==> config.mk <==
export PLATFORM = sky130hd
export DESIGN_NAME = delayed_event_timer_table_top
export DESIGN_NICKNAME = d
export VERILOG_FILES = /design/src/hdl/dett_pkg.sv /design/src/hdl/delayed_event_timer_table_top.sv /design/src/hdl/dett_front.sv /design/src/hdl/dett_back.sv
export VERILOG_INCLUDE_DIRS = /design/src /design/src/hdl
export SDC_FILE = /design/constraint.sdc
export NUM_CORES = 2
export LEC_CHECK = 0
export ABC_CLOCK_PERIOD_IN_PS = 13900
export BUFFER_PORTS_ARGS = -buffer_cell sky130_fd_sc_hd__buf_2
export CORE_AREA = 2 2 657 659
export CTS_CLUSTER_SIZE = 40
export DETAILED_ROUTE_END_ITERATION = 10
export DIE_AREA = 0 0 659 661
export PLACE_DENSITY_LB_ADDON = 0.2
export SETUP_SLACK_MARGIN = 0.5
export SKIP_LAST_GASP = 1
export SLEW_MARGIN = 10
export SYNTH_ARGS = -nofsm -noshare
export SYNTH_HDL_FRONTEND = slang
export SYNTH_HIERARCHICAL = 1
export SYNTH_SLANG_ARGS = --single-unit
export TNS_END_PERCENT = 20
==> constraint.sdc <==
create_clock -name clk -period 13.9 [get_ports clk]
set_input_delay 0.695 -clock clk [delete_from_list [all_inputs] [get_ports clk]]
set_output_delay 0.695 -clock clk [all_outputs]
set_load 0.01 [all_outputs]
==> src/hdl/delayed_event_timer_table_top_macros.svh <==
// Assertion macros shared by the timer table modules.
`ifndef DELAYED_EVENT_TIMER_TABLE_TOP_MACROS_SVH
`define DELAYED_EVENT_TIMER_TABLE_TOP_MACROS_SVH
// Implication checked on every clock edge outside reset.
`define DETT_ASSERT(label, clk, rst, prop, msg) \
  label: assert property (@(posedge clk) disable iff (rst) prop) else $error(msg);
// Implication also checked during reset.
`define DETT_ASSERT_ALWAYS(label, clk, prop, msg) \
  label: assert property (@(posedge clk) prop) else $error(msg);
`endif

==> src/hdl/dett_pkg.sv <==
// Package with the shared types and codes of the delayed event timer table.
package dett_pkg;
  localparam int unsigned DefSlots = 32;

  typedef enum logic [1:0] {
    OP_INSERT  = 2'd0,
    OP_REMOVE  = 2'd1,
    OP_ADVANCE = 2'd2,
    OP_UNUSED  = 2'd3
  } op_t;

  typedef enum logic [2:0] {
    KIND_FIRE     = 3'd0,
    KIND_INSERTED = 3'd1,
    KIND_FULL     = 3'd2,
    KIND_REMOVED  = 3'd3,
    KIND_DEADLINE = 3'd4
  } kind_t;

  typedef struct packed {
    op_t         op;
    logic [31:0] handler;
    logic [31:0] argument;
    logic        any_argument;
    logic [31:0] delay;
    logic [31:0] elapsed;
  } cmd_t;

  typedef struct packed {
    kind_t       kind;
    logic [31:0] fired_handler;
    logic [31:0] fired_argument;
    logic        removed;
    logic        pending;
    logic [31:0] min_delay;
    logic        last;
  } res_t;

  typedef enum logic [1:0] {
    ST_IDLE,
    ST_SWEEP,
    ST_EMIT,
    ST_FINISH
  } state_t;
endpackage

==> src/hdl/delayed_event_timer_table_top.sv <==
// Top level of the delayed event timer table.
//  channel | direction | handshake
//  in      | request   | in_valid / in_stall
//  out     | result    | out_valid / out_stall
// Immediate inserts answer in the cycle after they are taken, which waits until
// every earlier request has been answered. Other requests sweep the table
// slot by slot, pausing to emit each fired event, and end with one result.
// Reset clears all valid bits at once; no clearing pass is needed.
// Either side may stall; a two-entry queue parts the front from the sweep.
module delayed_event_timer_table_top #(
  parameter int unsigned SLOTS = dett_pkg::DefSlots
) (
  input  logic        clk,
  input  logic        rst,
  input  logic        in_valid,
  output logic        in_stall,
  input  logic [1:0]  operation,
  input  logic [31:0] handler,
  input  logic [31:0] argument,
  input  logic        any_argument,
  input  logic [31:0] delay,
  input  logic [31:0] elapsed,
  output logic        out_valid,
  input  logic        out_stall,
  output logic [2:0]  kind,
  output logic [31:0] fired_handler,
  output logic [31:0] fired_argument,
  output logic        removed,
  output logic        pending,
  output logic [31:0] min_delay,
  output logic        last
);
  import dett_pkg::*;

  cmd_t in_cmd, q_cmd;
  res_t fire_res, back_res, sel;
  logic fire_valid, back_valid, q_valid, q_pop;
  logic pick_fire;
  logic back_busy;

  assign in_cmd = '{op: op_t'(operation), handler: handler, argument: argument,
                    any_argument: any_argument, delay: delay, elapsed: elapsed};

  assign pick_fire = fire_valid;
  assign sel = pick_fire ? fire_res : back_res;
  assign out_valid = fire_valid || back_valid;

  dett_front u_front (
    .clk(clk), .rst(rst), .in_valid(in_valid), .in_stall(in_stall), .in_cmd(in_cmd),
    .fire_valid(fire_valid), .fire_stall(out_stall), .fire_res(fire_res),
    .q_valid(q_valid), .q_pop(q_pop), .q_cmd(q_cmd), .back_busy(back_busy)
  );

  dett_back #(.SLOTS(SLOTS)) u_back (
    .clk(clk), .rst(rst), .q_valid(q_valid), .q_pop(q_pop), .q_cmd(q_cmd),
    .res_valid(back_valid), .res_stall(out_stall || fire_valid), .res(back_res),
    .busy(back_busy)
  );

  assign kind = sel.kind;
  assign fired_handler = sel.fired_handler;
  assign fired_argument = sel.fired_argument;
  assign removed = sel.removed;
  assign pending = sel.pending;
  assign min_delay = sel.min_delay;
  assign last = sel.last;
endmodule

==> src/hdl/dett_front.sv <==
// Front part: answers immediate inserts, queues others, drops unused ops.
module dett_front (
  input  logic         clk,
  input  logic         rst,
  input  logic         in_valid,
  output logic         in_stall,
  input  dett_pkg::cmd_t in_cmd,
  output logic         fire_valid,
  input  logic         fire_stall,
  output dett_pkg::res_t fire_res,
  output logic         q_valid,
  input  logic         q_pop,
  output dett_pkg::cmd_t q_cmd,
  input  logic         back_busy
);
  import dett_pkg::*;

  cmd_t q_data [2];
  logic [1:0] q_count;
  logic q_rd;
  logic q_wr;
  logic immediate;
  logic take;
  logic push;
  logic pop;

  // An immediate insert waits until every earlier request has left the block.
  assign immediate = (in_cmd.op == OP_INSERT) && (in_cmd.delay <= 32'd1);
  assign in_stall = immediate ? ((fire_valid && fire_stall) || q_valid || back_busy) :
                                (q_count == 2'd2);
  assign take = in_valid && !in_stall;
  assign push = take && !immediate && (in_cmd.op != OP_UNUSED);
  assign pop = q_pop && q_valid;
  assign q_valid = (q_count != 2'd0);
  assign q_cmd = q_data[q_rd];

  always_ff @(posedge clk) begin
    if (rst) begin
      q_count <= 2'd0;
      q_rd <= 1'b0;
      q_wr <= 1'b0;
      fire_valid <= 1'b0;
    end else begin
      if (push) begin
        q_wr <= ~q_wr;
      end
      if (pop) begin
        q_rd <= ~q_rd;
      end
      q_count <= q_count + {1'b0, push} - {1'b0, pop};
      if (take && immediate) begin
        fire_valid <= 1'b1;
      end else if (!fire_stall) begin
        fire_valid <= 1'b0;
      end
    end
  end

  always_ff @(posedge clk) begin
    if (push) begin
      q_data[q_wr] <= in_cmd;
    end
    if (take && immediate) begin
      fire_res <= '{kind: KIND_FIRE, fired_handler: in_cmd.handler,
                    fired_argument: in_cmd.argument, removed: 1'b0,
                    pending: 1'b0, min_delay: 32'd0, last: 1'b1};
    end
  end

  `include "delayed_event_timer_table_top_macros.svh"
  `DETT_ASSERT(a_q_bound, clk, rst, q_count <= 2'd2, "queue count overflow")
  `DETT_ASSERT(a_no_push_full, clk, rst, push |-> q_count != 2'd2 || pop, "push into full queue")
  `DETT_ASSERT_ALWAYS(a_rst_empty, clk, rst |=> q_count == 2'd0, "queue not empty after reset")
endmodule

==> src/hdl/dett_back.sv <==
// Back part: sweeps the slot table for insert, remove and advance requests.
module dett_back #(
  parameter int unsigned SLOTS = dett_pkg::DefSlots
) (
  input  logic         clk,
  input  logic         rst,
  input  logic         q_valid,
  output logic         q_pop,
  input  dett_pkg::cmd_t q_cmd,
  output logic         res_valid,
  input  logic         res_stall,
  output dett_pkg::res_t res,
  output logic         busy
);
  import dett_pkg::*;
  localparam int unsigned IW = (SLOTS > 1) ? $clog2(SLOTS) : 1;
  localparam logic [IW:0] LastIdx = (IW+1)'(SLOTS - 1);

  logic [SLOTS-1:0] slot_valid;
  logic [31:0] mem_handler [SLOTS];
  logic [31:0] mem_argument [SLOTS];
  logic [31:0] mem_remaining [SLOTS];

  state_t state, state_next;
  cmd_t cmd;
  logic [IW:0] idx;
  logic [IW-1:0] slot;
  logic found;
  logic [IW-1:0] free_slot;
  logic any_removed;
  logic pend;
  logic [31:0] best;
  logic [31:0] cur_h, cur_a, cur_r;
  logic cur_v;
  logic rd_ok;
  logic fire_hit;
  logic at_end;
  logic out_free;
  res_t fin_res;

  assign slot = idx[IW-1:0];
  assign at_end = (idx == LastIdx);
  assign out_free = !res_valid || !res_stall;
  assign q_pop = (state == ST_IDLE) && q_valid;
  assign fire_hit = cur_v && (cur_r <= cmd.elapsed);
  assign busy = (state != ST_IDLE) || res_valid;

  always_comb begin
    state_next = state;
    unique case (state)
      ST_IDLE: if (q_valid) state_next = ST_SWEEP;
      ST_SWEEP: if (rd_ok && fire_hit && cmd.op == OP_ADVANCE) state_next = ST_EMIT;
                else if (rd_ok && at_end) state_next = ST_FINISH;
      ST_EMIT: if (out_free) state_next = at_end ? ST_FINISH : ST_SWEEP;
      ST_FINISH: if (out_free) state_next = ST_IDLE;
      default: state_next = ST_IDLE;
    endcase
  end

  always_comb begin
    fin_res = '0;
    fin_res.last = 1'b1;
    unique case (cmd.op)
      OP_INSERT: fin_res.kind = found ? KIND_INSERTED : KIND_FULL;
      OP_REMOVE: begin
        fin_res.kind = KIND_REMOVED;
        fin_res.removed = any_removed;
      end
      default: begin
        fin_res.kind = KIND_DEADLINE;
        fin_res.pending = pend;
        fin_res.min_delay = best;
      end
    endcase
  end

  always_ff @(posedge clk) begin
    if (rst) begin
      state <= ST_IDLE;
      slot_valid <= '0;
      res_valid <= 1'b0;
      rd_ok <= 1'b0;
      idx <= '0;
    end else begin
      state <= state_next;
      if ((state == ST_EMIT || state == ST_FINISH) && out_free) res_valid <= 1'b1;
      else if (out_free) res_valid <= 1'b0;
      rd_ok <= (state == ST_SWEEP) && !rd_ok;
      unique case (state)
        ST_IDLE: begin
          idx <= '0;
          found <= 1'b0;
          any_removed <= 1'b0;
          pend <= 1'b0;
          best <= 32'd0;
          if (q_valid) begin
            cmd <= q_cmd;
          end
        end
        ST_SWEEP: begin
          if (rd_ok) begin
            unique case (cmd.op)
              OP_INSERT: if (!cur_v && !found) begin
                found <= 1'b1;
                free_slot <= slot;
              end
              OP_REMOVE: if (cur_v && cur_h == cmd.handler &&
                             (cmd.any_argument || cur_a == cmd.argument)) begin
                slot_valid[slot] <= 1'b0;
                any_removed <= 1'b1;
              end
              default: if (cur_v) begin
                if (fire_hit) begin
                  slot_valid[slot] <= 1'b0;
                end else if (!pend || (cur_r - cmd.elapsed) < best) begin
                  pend <= 1'b1;
                  best <= cur_r - cmd.elapsed;
                end
              end
            endcase
            if (!(fire_hit && cmd.op == OP_ADVANCE) && !at_end) idx <= idx + 1'b1;
          end
        end
        ST_EMIT: if (out_free) begin
          if (!at_end) idx <= idx + 1'b1;
        end
        ST_FINISH: if (out_free) begin
          if (cmd.op == OP_INSERT && found) slot_valid[free_slot] <= 1'b1;
        end
        default: ;
      endcase
    end
  end

  always_ff @(posedge clk) begin
    cur_v <= slot_valid[slot];
    cur_h <= mem_handler[slot];
    cur_a <= mem_argument[slot];
    cur_r <= mem_remaining[slot];
    if (state == ST_SWEEP && rd_ok && cmd.op == OP_ADVANCE && cur_v && !fire_hit) begin
      mem_remaining[slot] <= cur_r - cmd.elapsed;
    end
    if (state == ST_FINISH && out_free && cmd.op == OP_INSERT && found) begin
      mem_handler[free_slot] <= cmd.handler;
      mem_argument[free_slot] <= cmd.argument;
      mem_remaining[free_slot] <= cmd.delay;
    end
    if (state == ST_EMIT && out_free) begin
      res <= '{kind: KIND_FIRE, fired_handler: cur_h, fired_argument: cur_a,
               removed: 1'b0, pending: 1'b0, min_delay: 32'd0, last: 1'b0};
    end
    if (state == ST_FINISH && out_free) begin
      res <= fin_res;
    end
  end

  `include "delayed_event_timer_table_top_macros.svh"
  `DETT_ASSERT(a_pop_idle, clk, rst, q_pop |-> state == ST_IDLE, "pop outside idle")
  `DETT_ASSERT(a_idx_range, clk, rst, idx <= LastIdx, "slot index out of range")
  `DETT_ASSERT(a_hold, clk, rst, (res_valid && res_stall) |=> res_valid && $stable(res), "result dropped")
endmodule

# Yosys cells after proc, flatten, opt, wreduce, memory -nomap -nowiden
# Memory sizes are Yosys's and may differ from the RTL's. A register that Yosys moved wholly into a read port is not among the register bits.
# Cells that the tools add are included.
# totals
mem_count,4
word_cells,213
in_bits,135
out_inout_bits,104
register_bits,254
ramBits,3334
# memory_table
name,words,width,rd,rd_ports_with_merged_regs,write_ports,line,rtl
u_back.mem_argument,32,32,1,1,1,dett_back.sv:21,logic [31:0] mem_argument [SLOTS];
u_back.mem_handler,32,32,1,1,1,dett_back.sv:20,logic [31:0] mem_handler [SLOTS];
u_back.mem_remaining,32,32,1,1,1,dett_back.sv:22,logic [31:0] mem_remaining [SLOTS];
u_front.q_data,2,131,1,1,1,dett_front.sv:18,cmd_t q_data [2];
# classes
eq_ne,31
n_mux,67
n_lt_le_gt_ge,7
reduce_logical,70
n_bitwise,6
add_sub_neg,4
# op_table
cell,n
two-way mux 32 bit,12
two-way mux 102 bit,3
one-hot mux 32 bit (2 select lines),3
== test 32 bit,2
two-way mux 33 bit,1
bitwise AND 32 bit,1
"less-or-equal comparator 32 x 1 -> 1 bit, second input constant",1
less-or-equal comparator 32 bit,1
less-than comparator 32 bit,1
inverter 32 bit,1
bitwise OR 32 bit,1
OR reduction 32 bit,1
subtractor 32 bit,1
logical AND 1 bit,30
two-way mux 1 bit,27
two-way mux 6 bit,4
"!= test 2 x 1 -> 1 bit, second input constant",12
AND reduction 5 bit,4
one-hot mux 6 bit (3 select lines),1
two-way mux 2 bit,7
"less-than comparator 5 x 6 -> 1 bit, second input constant",2
"!= test 2 bit, second input constant",6
nonzero test 2 bit,6
logical NOT 1 bit,11
24 further kinds,46

# Logic depth before layout (Yosys ltp)
# logic_depth
depth_word,11
ltp_mapped,19

# Modules after synthesis
# The synthesis kept the hierarchy.
# modules_own_cells
module,area_per_inst_um2,cells_per_inst,seq_area_each_um2,instances
dett_back,131745.1,6213,102578.4,1
dett_front,12065.3,565,9909.5,1
delayed_event_timer_table_top,1482.7,116,0.0,1

# Worst setup path after synthesis
# No wires, ideal clock.
# synth_path
path_type,input to register
start,input port in_valid
end,memory u_front/q_data[1][0] (netlist bit) (enable)
path_slack_ps,2426
cell_stages,3
n_path_buf,0
arrival_time_ps,10666
t_required_ps,13092
cell_sequence,a21bo_2 or2_2 nor3b_1
# synth_between
elab_chain_cells,5
# synth_lines
element,line,rtl
start: declaration,delayed_event_timer_table_top.sv:15,"input logic in_valid,"
logical AND 1 bit,dett_front.sv:31,assign take = in_valid && !in_stall;
logical AND 1 bit (2 in a row),dett_front.sv:32,assign push = take && !immediate && (in_cmd.op != OP_UNUSED);
two-way mux 1 bit,dett_front.sv:60,if (push) begin
two-way mux 1 bit (implied by the code),dett_front.sv:61,q_data[q_wr] <= in_cmd;
end: declaration,dett_front.sv:18,
# No other way between the ends.

# Worst setup path after layout
# layout_path
start,register u_back/cmd[2] (netlist bit)
end,register u_back.best[10] (enable)
# layout_between
elab_chain_cells,5
elab_cells_between_ends,8
cone_classes,add/sub (1); order compare (2); eq/ne (2); reduce/logical (3)
# layout_lines
element,line,rtl
start: declaration,dett_back.sv:25,cmd_t cmd;
start signal: assignment,dett_back.sv:97,cmd <= q_cmd;
subtractor 32 bit,dett_back.sv:115,end else if (!pend || (cur_r - cmd.elapsed) < best) begin
less-than comparator 32 bit,dett_back.sv:115,
logical OR 1 bit,dett_back.sv:115,
!= test 2 x 1 -> 1 bit (no source line),n/a,
AND reduction 7 bit (no source line) *,n/a,
end signal: assignment,dett_back.sv:117,best <= cur_r - cmd.elapsed;
end: declaration,dett_back.sv:32,logic [31:0] best;
# Mark *: on every way between the ends. The rest lies on a longest branch, timed or not.
# A chain may end at the register's enable or synchronous reset.

==> results.sh <==
export IMPL_clkTransAtPathRegs_ns=0.06
export IMPL_period_share=0.373
export IMPL_synth_area_per_cell_um2=21.1
export IMPL_fmax_ghz=0.193
export IMPL_h_tree_depth=5
export IMPL_min_period_ns=5.18
export IMPL_setup_viol=0
export IMPL_required_ns=14.43
export IMPL_drtPass1Iterations=5
export IMPL_cts_tree="yes"
export IMPL_crit_path_start_kind="flop"
export IMPL_crit_fanout=33
export IMPL_core_mm2=0.429
export IMPL_hold_end="u_front/q_data[1][99]"
export IMPL_clock_skew_ns=0.0741
export IMPL_layout_cells_non_filler=13600
export IMPL_worstSetupPathType="flop to flop"
export IMPL_clock_root_buffer="clkbuf_16"
export IMPL_grt_pass1_vias=74600
export IMPL_drt_total_wl_mm=411
export IMPL_postCtsSetupBuffers=0
export IMPL_drive_above_1_share=0.281
export IMPL_hold_path_depth=1
export IMPL_syn_inst=6894
export IMPL_crit_chain="inv_1 > ha_1 > nor2b_1 > o31ai_2 > a21oi_2 > o41a_1 > a21boi_1 > o21ai_0 > xnor2_1 > ha_1 > or3_1 > o21ai_0 > a21oi_1 > a31oi_1 > o21ai_0 > a211oi_1 > o2bb2ai_4"
export IMPL_grt_max_degree=127
export IMPL_hpwl_mm=237
export IMPL_die_area_mm2=0.436
export IMPL_ioPinCount=239
export IMPL_async_reset_ff_frac=0
export IMPL_syn_to_final_growth_pct=16.3
export IMPL_rsz0062_at_grt="false"
export IMPL_vias_per_cell=5.32
export IMPL_cpMostUsedCell="o21ai_0"
export IMPL_gp_congestion=0.814
export IMPL_row_count=241
export IMPL_wire_per_inst_um=30.3
export IMPL_cts_buffer_depth=4
export IMPL_yosys_warnings=6
export IMPL_initial_core_util=0.339
export IMPL_rrSetupSlack_ns=8.72
export IMPL_hold_path_class="input port to flop"
export IMPL_ys_seq_area_frac=0.774
export IMPL_worstPathArrival_ns=5.71
export IMPL_power_density_mw_per_mm2=184
export IMPL_ant_nets=0
export IMPL_cellLeakagePower_nw=52.4
export IMPL_synth_seq_cells=3816
export IMPL_slew_violations=0
export IMPL_numCtsBuffers=405
export IMPL_hold_viol=0
export IMPL_clk_latency_ns=0.99
export IMPL_tightestPinTransition_ns=1.25
export IMPL_numClockSinks=3816
export IMPL_vias=72300
export IMPL_post_route_drc_count=0
export IMPL_synth_area_mm2=0.145
export IMPL_drtIter0Drc=6997
export IMPL_crit_reg2reg_launch="u_back/cmd[2]"
export IMPL_max_stage_delay_ns=0.50
export IMPL_fin_nets=7745
export IMPL_r2r_end="u_back/best[10]"
export IMPL_ir_worst_vdd_uv=115
export IMPL_max_slew_margin=0.162
export IMPL_total_power_mw=31.1
export IMPL_synth_edff_count=3606
export IMPL_worstHoldStart="handler[2]"
export IMPL_ys_flop_type="edfxtp_1"
export IMPL_grt_pass1_wl_mm=578
export IMPL_end_kind="flop"
export IMPL_dp_cells=12700
export IMPL_setup_tns_final_ns=0
export IMPL_die_w_um=659
export IMPL_overflow=0
export IMPL_reg2regPathDepth=17
export IMPL_critical_path_slowest_cell="o2bb2ai_4"
export IMPL_grt_usage=0.186
export IMPL_synth_distinct_cells=91
export IMPL_port_buffers=238
export IMPL_die_h_um=661
export IMPL_drv_cap=0
export IMPL_antenna_found_initial=19
export IMPL_status="completed"
worst max-delay path, delay by kind of cell (launching register included):
family                     cells  cell delay [ns]
AOI/OAI and AO/OA             11             2.95
DFF                            1             0.33
buffers and inverters          1             0.05
and+or+nand+nor                2             0.50
adders and majority gates      2             0.66
xor gates and xnor gates       1             0.28
layer usage:
layer | share of wire | GRT usage
met5 | 0.000032 | 0
met2 | 0.50 | 0.318
met1 | 0.42 | 0.253
met3 | 0.053 | 0.0220
met4 | 0.026 | 0.0464
how the worst max path moves through the flow:
stage	startpoint	endpoint	slack (ns)	cells past startpoint
finish	u_back/cmd[2]	u_back/best[10]	8.72	17
detailed placement	u_back/idx[1]	u_back/cur_h[8]	8.87	7
global route	u_back/cmd[2]	u_back/best[10]	8.45	17
global placement	u_back/cmd[2]	u_back/best[17]	8.90	17
floorplan	in_valid	u_front/q_data[1][0]	2.43	3
CTS	u_back/cmd[2]	u_back/pend	8.83	17
sequential cells by signal, indices dropped and copies added (netlist names), 5 cells and up, named ones only:
signal	count
u_front/fire_res	64
u_back/free_slot	5
u_back/res	102
u_back/cur_a	32
u_front/q_data	262
u_back/mem_remaining	1024
u_back/cmd	131
u_back/mem_argument	1024
u_back/best	32
u_back/slot_valid	32
u_back/idx	6
u_back/mem_handler	1024
u_back/cur_r	32
u_back/cur_h	32
placed cells by master (no fill, tap or decap), types with 101 or more instances in the layout:
| cell type | Yosys | routed |
|---|---|---|
| a21oi_1 | 105 | 101 |
| dlygate4sd3_1 | 0 | 124 |
| edfxtp_1 | 3606 | 3606 |
| inv_1 | 108 | 108 |
| clkbuf_1 | 214 | 109 |
| nand4_1 | 121 | 121 |
| buf_2 | 43 | 238 |
| mux2_2 | 190 | 190 |
| nand2_1 | 236 | 234 |
| clkbuf_16 | 0 | 412 |
| mux4_2 | 776 | 776 |
| dfxtp_1 | 210 | 206 |
| buf_4 | 39 | 213 |
| a22oi_1 | 389 | 389 |
kinds of logic after synthesis:
family	synth area share
and+or+nand+nor	0.0250
muxes	0.141
DFF	0.774
xor gates and xnor gates	0.00561
other	0.0000517
buffers and inverters	0.0147
adders and majority gates	0.00642
AOI/OAI and AO/OA	0.0329
synthesized netlist by cell type (3+ instances only):
cell	instances	area, um^2
a211oi_1	3	22.5
a21o_1	12	90.1
a21oi_1	105	526
a21oi_2	3	26.3
a22oi_1	389	2920
a31o_2	3	26.3
a31oi_1	7	43.8
and2_1	68	425
and3_1	9	56.3
buf_1	81	304
buf_2	43	215
buf_4	39	293
buf_6	9	101
clkbuf_1	214	803
clkinv_1	3	11.3
dfxtp_1	210	4200
edfxtp_1	3606	108000
ha_1	73	913
inv_1	108	405
mux2_2	190	2140
mux2_4	58	871
mux4_2	776	17500
nand2_1	236	886
nand2_4	4	45.0
nand2b_1	14	87.6
nand3_1	27	135
nand4_1	121	757
nor2_1	122	458
nor2b_1	15	93.8
nor3_1	22	110
nor4_1	38	238
nor4_2	4	50.1
o211ai_1	11	82.6
o21a_1	8	60.1
o21ai_0	43	215
o21ai_1	7	35.0
o21bai_1	6	45.0
o31ai_1	5	37.5
o32ai_1	27	236
or2_2	5	31.3
or3_1	13	81.3
xnor2_1	53	464
xor2_1	40	350
through the flow:
stage               setup WS (ns)   util  cell area [um^2]  hold WS, ns
detailed placement           8.87  0.360            154000        0.453
finish                       8.72  0.394            169000       0.0823
CTS                          8.83  0.394            169000       0.0180
floorplan                    2.43      -            145000        0.420
global placement             8.90  0.360            154000        0.451
global route                 8.45  0.394            169000       0.0435
where the power goes:
| part | internal (mW) | total (mW) | switching (mW) |
|---|---|---|---|
| Clock | 6.19 | 10.7 | 4.49 |
| Combinational | 2.19 | 5.78 | 3.59 |
| Sequential | 14.2 | 14.6 | 0.383 |
cell type report:
| type | instances | area, um^2 |
|---|---|---|
| diodes | 9 | 22.5 |
| clock buffers | 563 | 11300 |
| clock inverters | 190 | 1880 |
| fillers | 38300 | 260000 |
| inverters | 112 | 420 |
| multi-input cells | 2615 | 31400 |
| flip-flops and latches | 3816 | 113000 |
| well taps | 5710 | 7140 |
| repair buffers | 586 | 4240 |
what timing repair did:
action | in CTS | in global routing
endpoints found under the setup margin | 0 | 0
endpoints found under the hold margin | 307 | 0
resized for setup | 0 | 0
hold buffers | 124 | 0
Power figures use the tool's default switching activity.
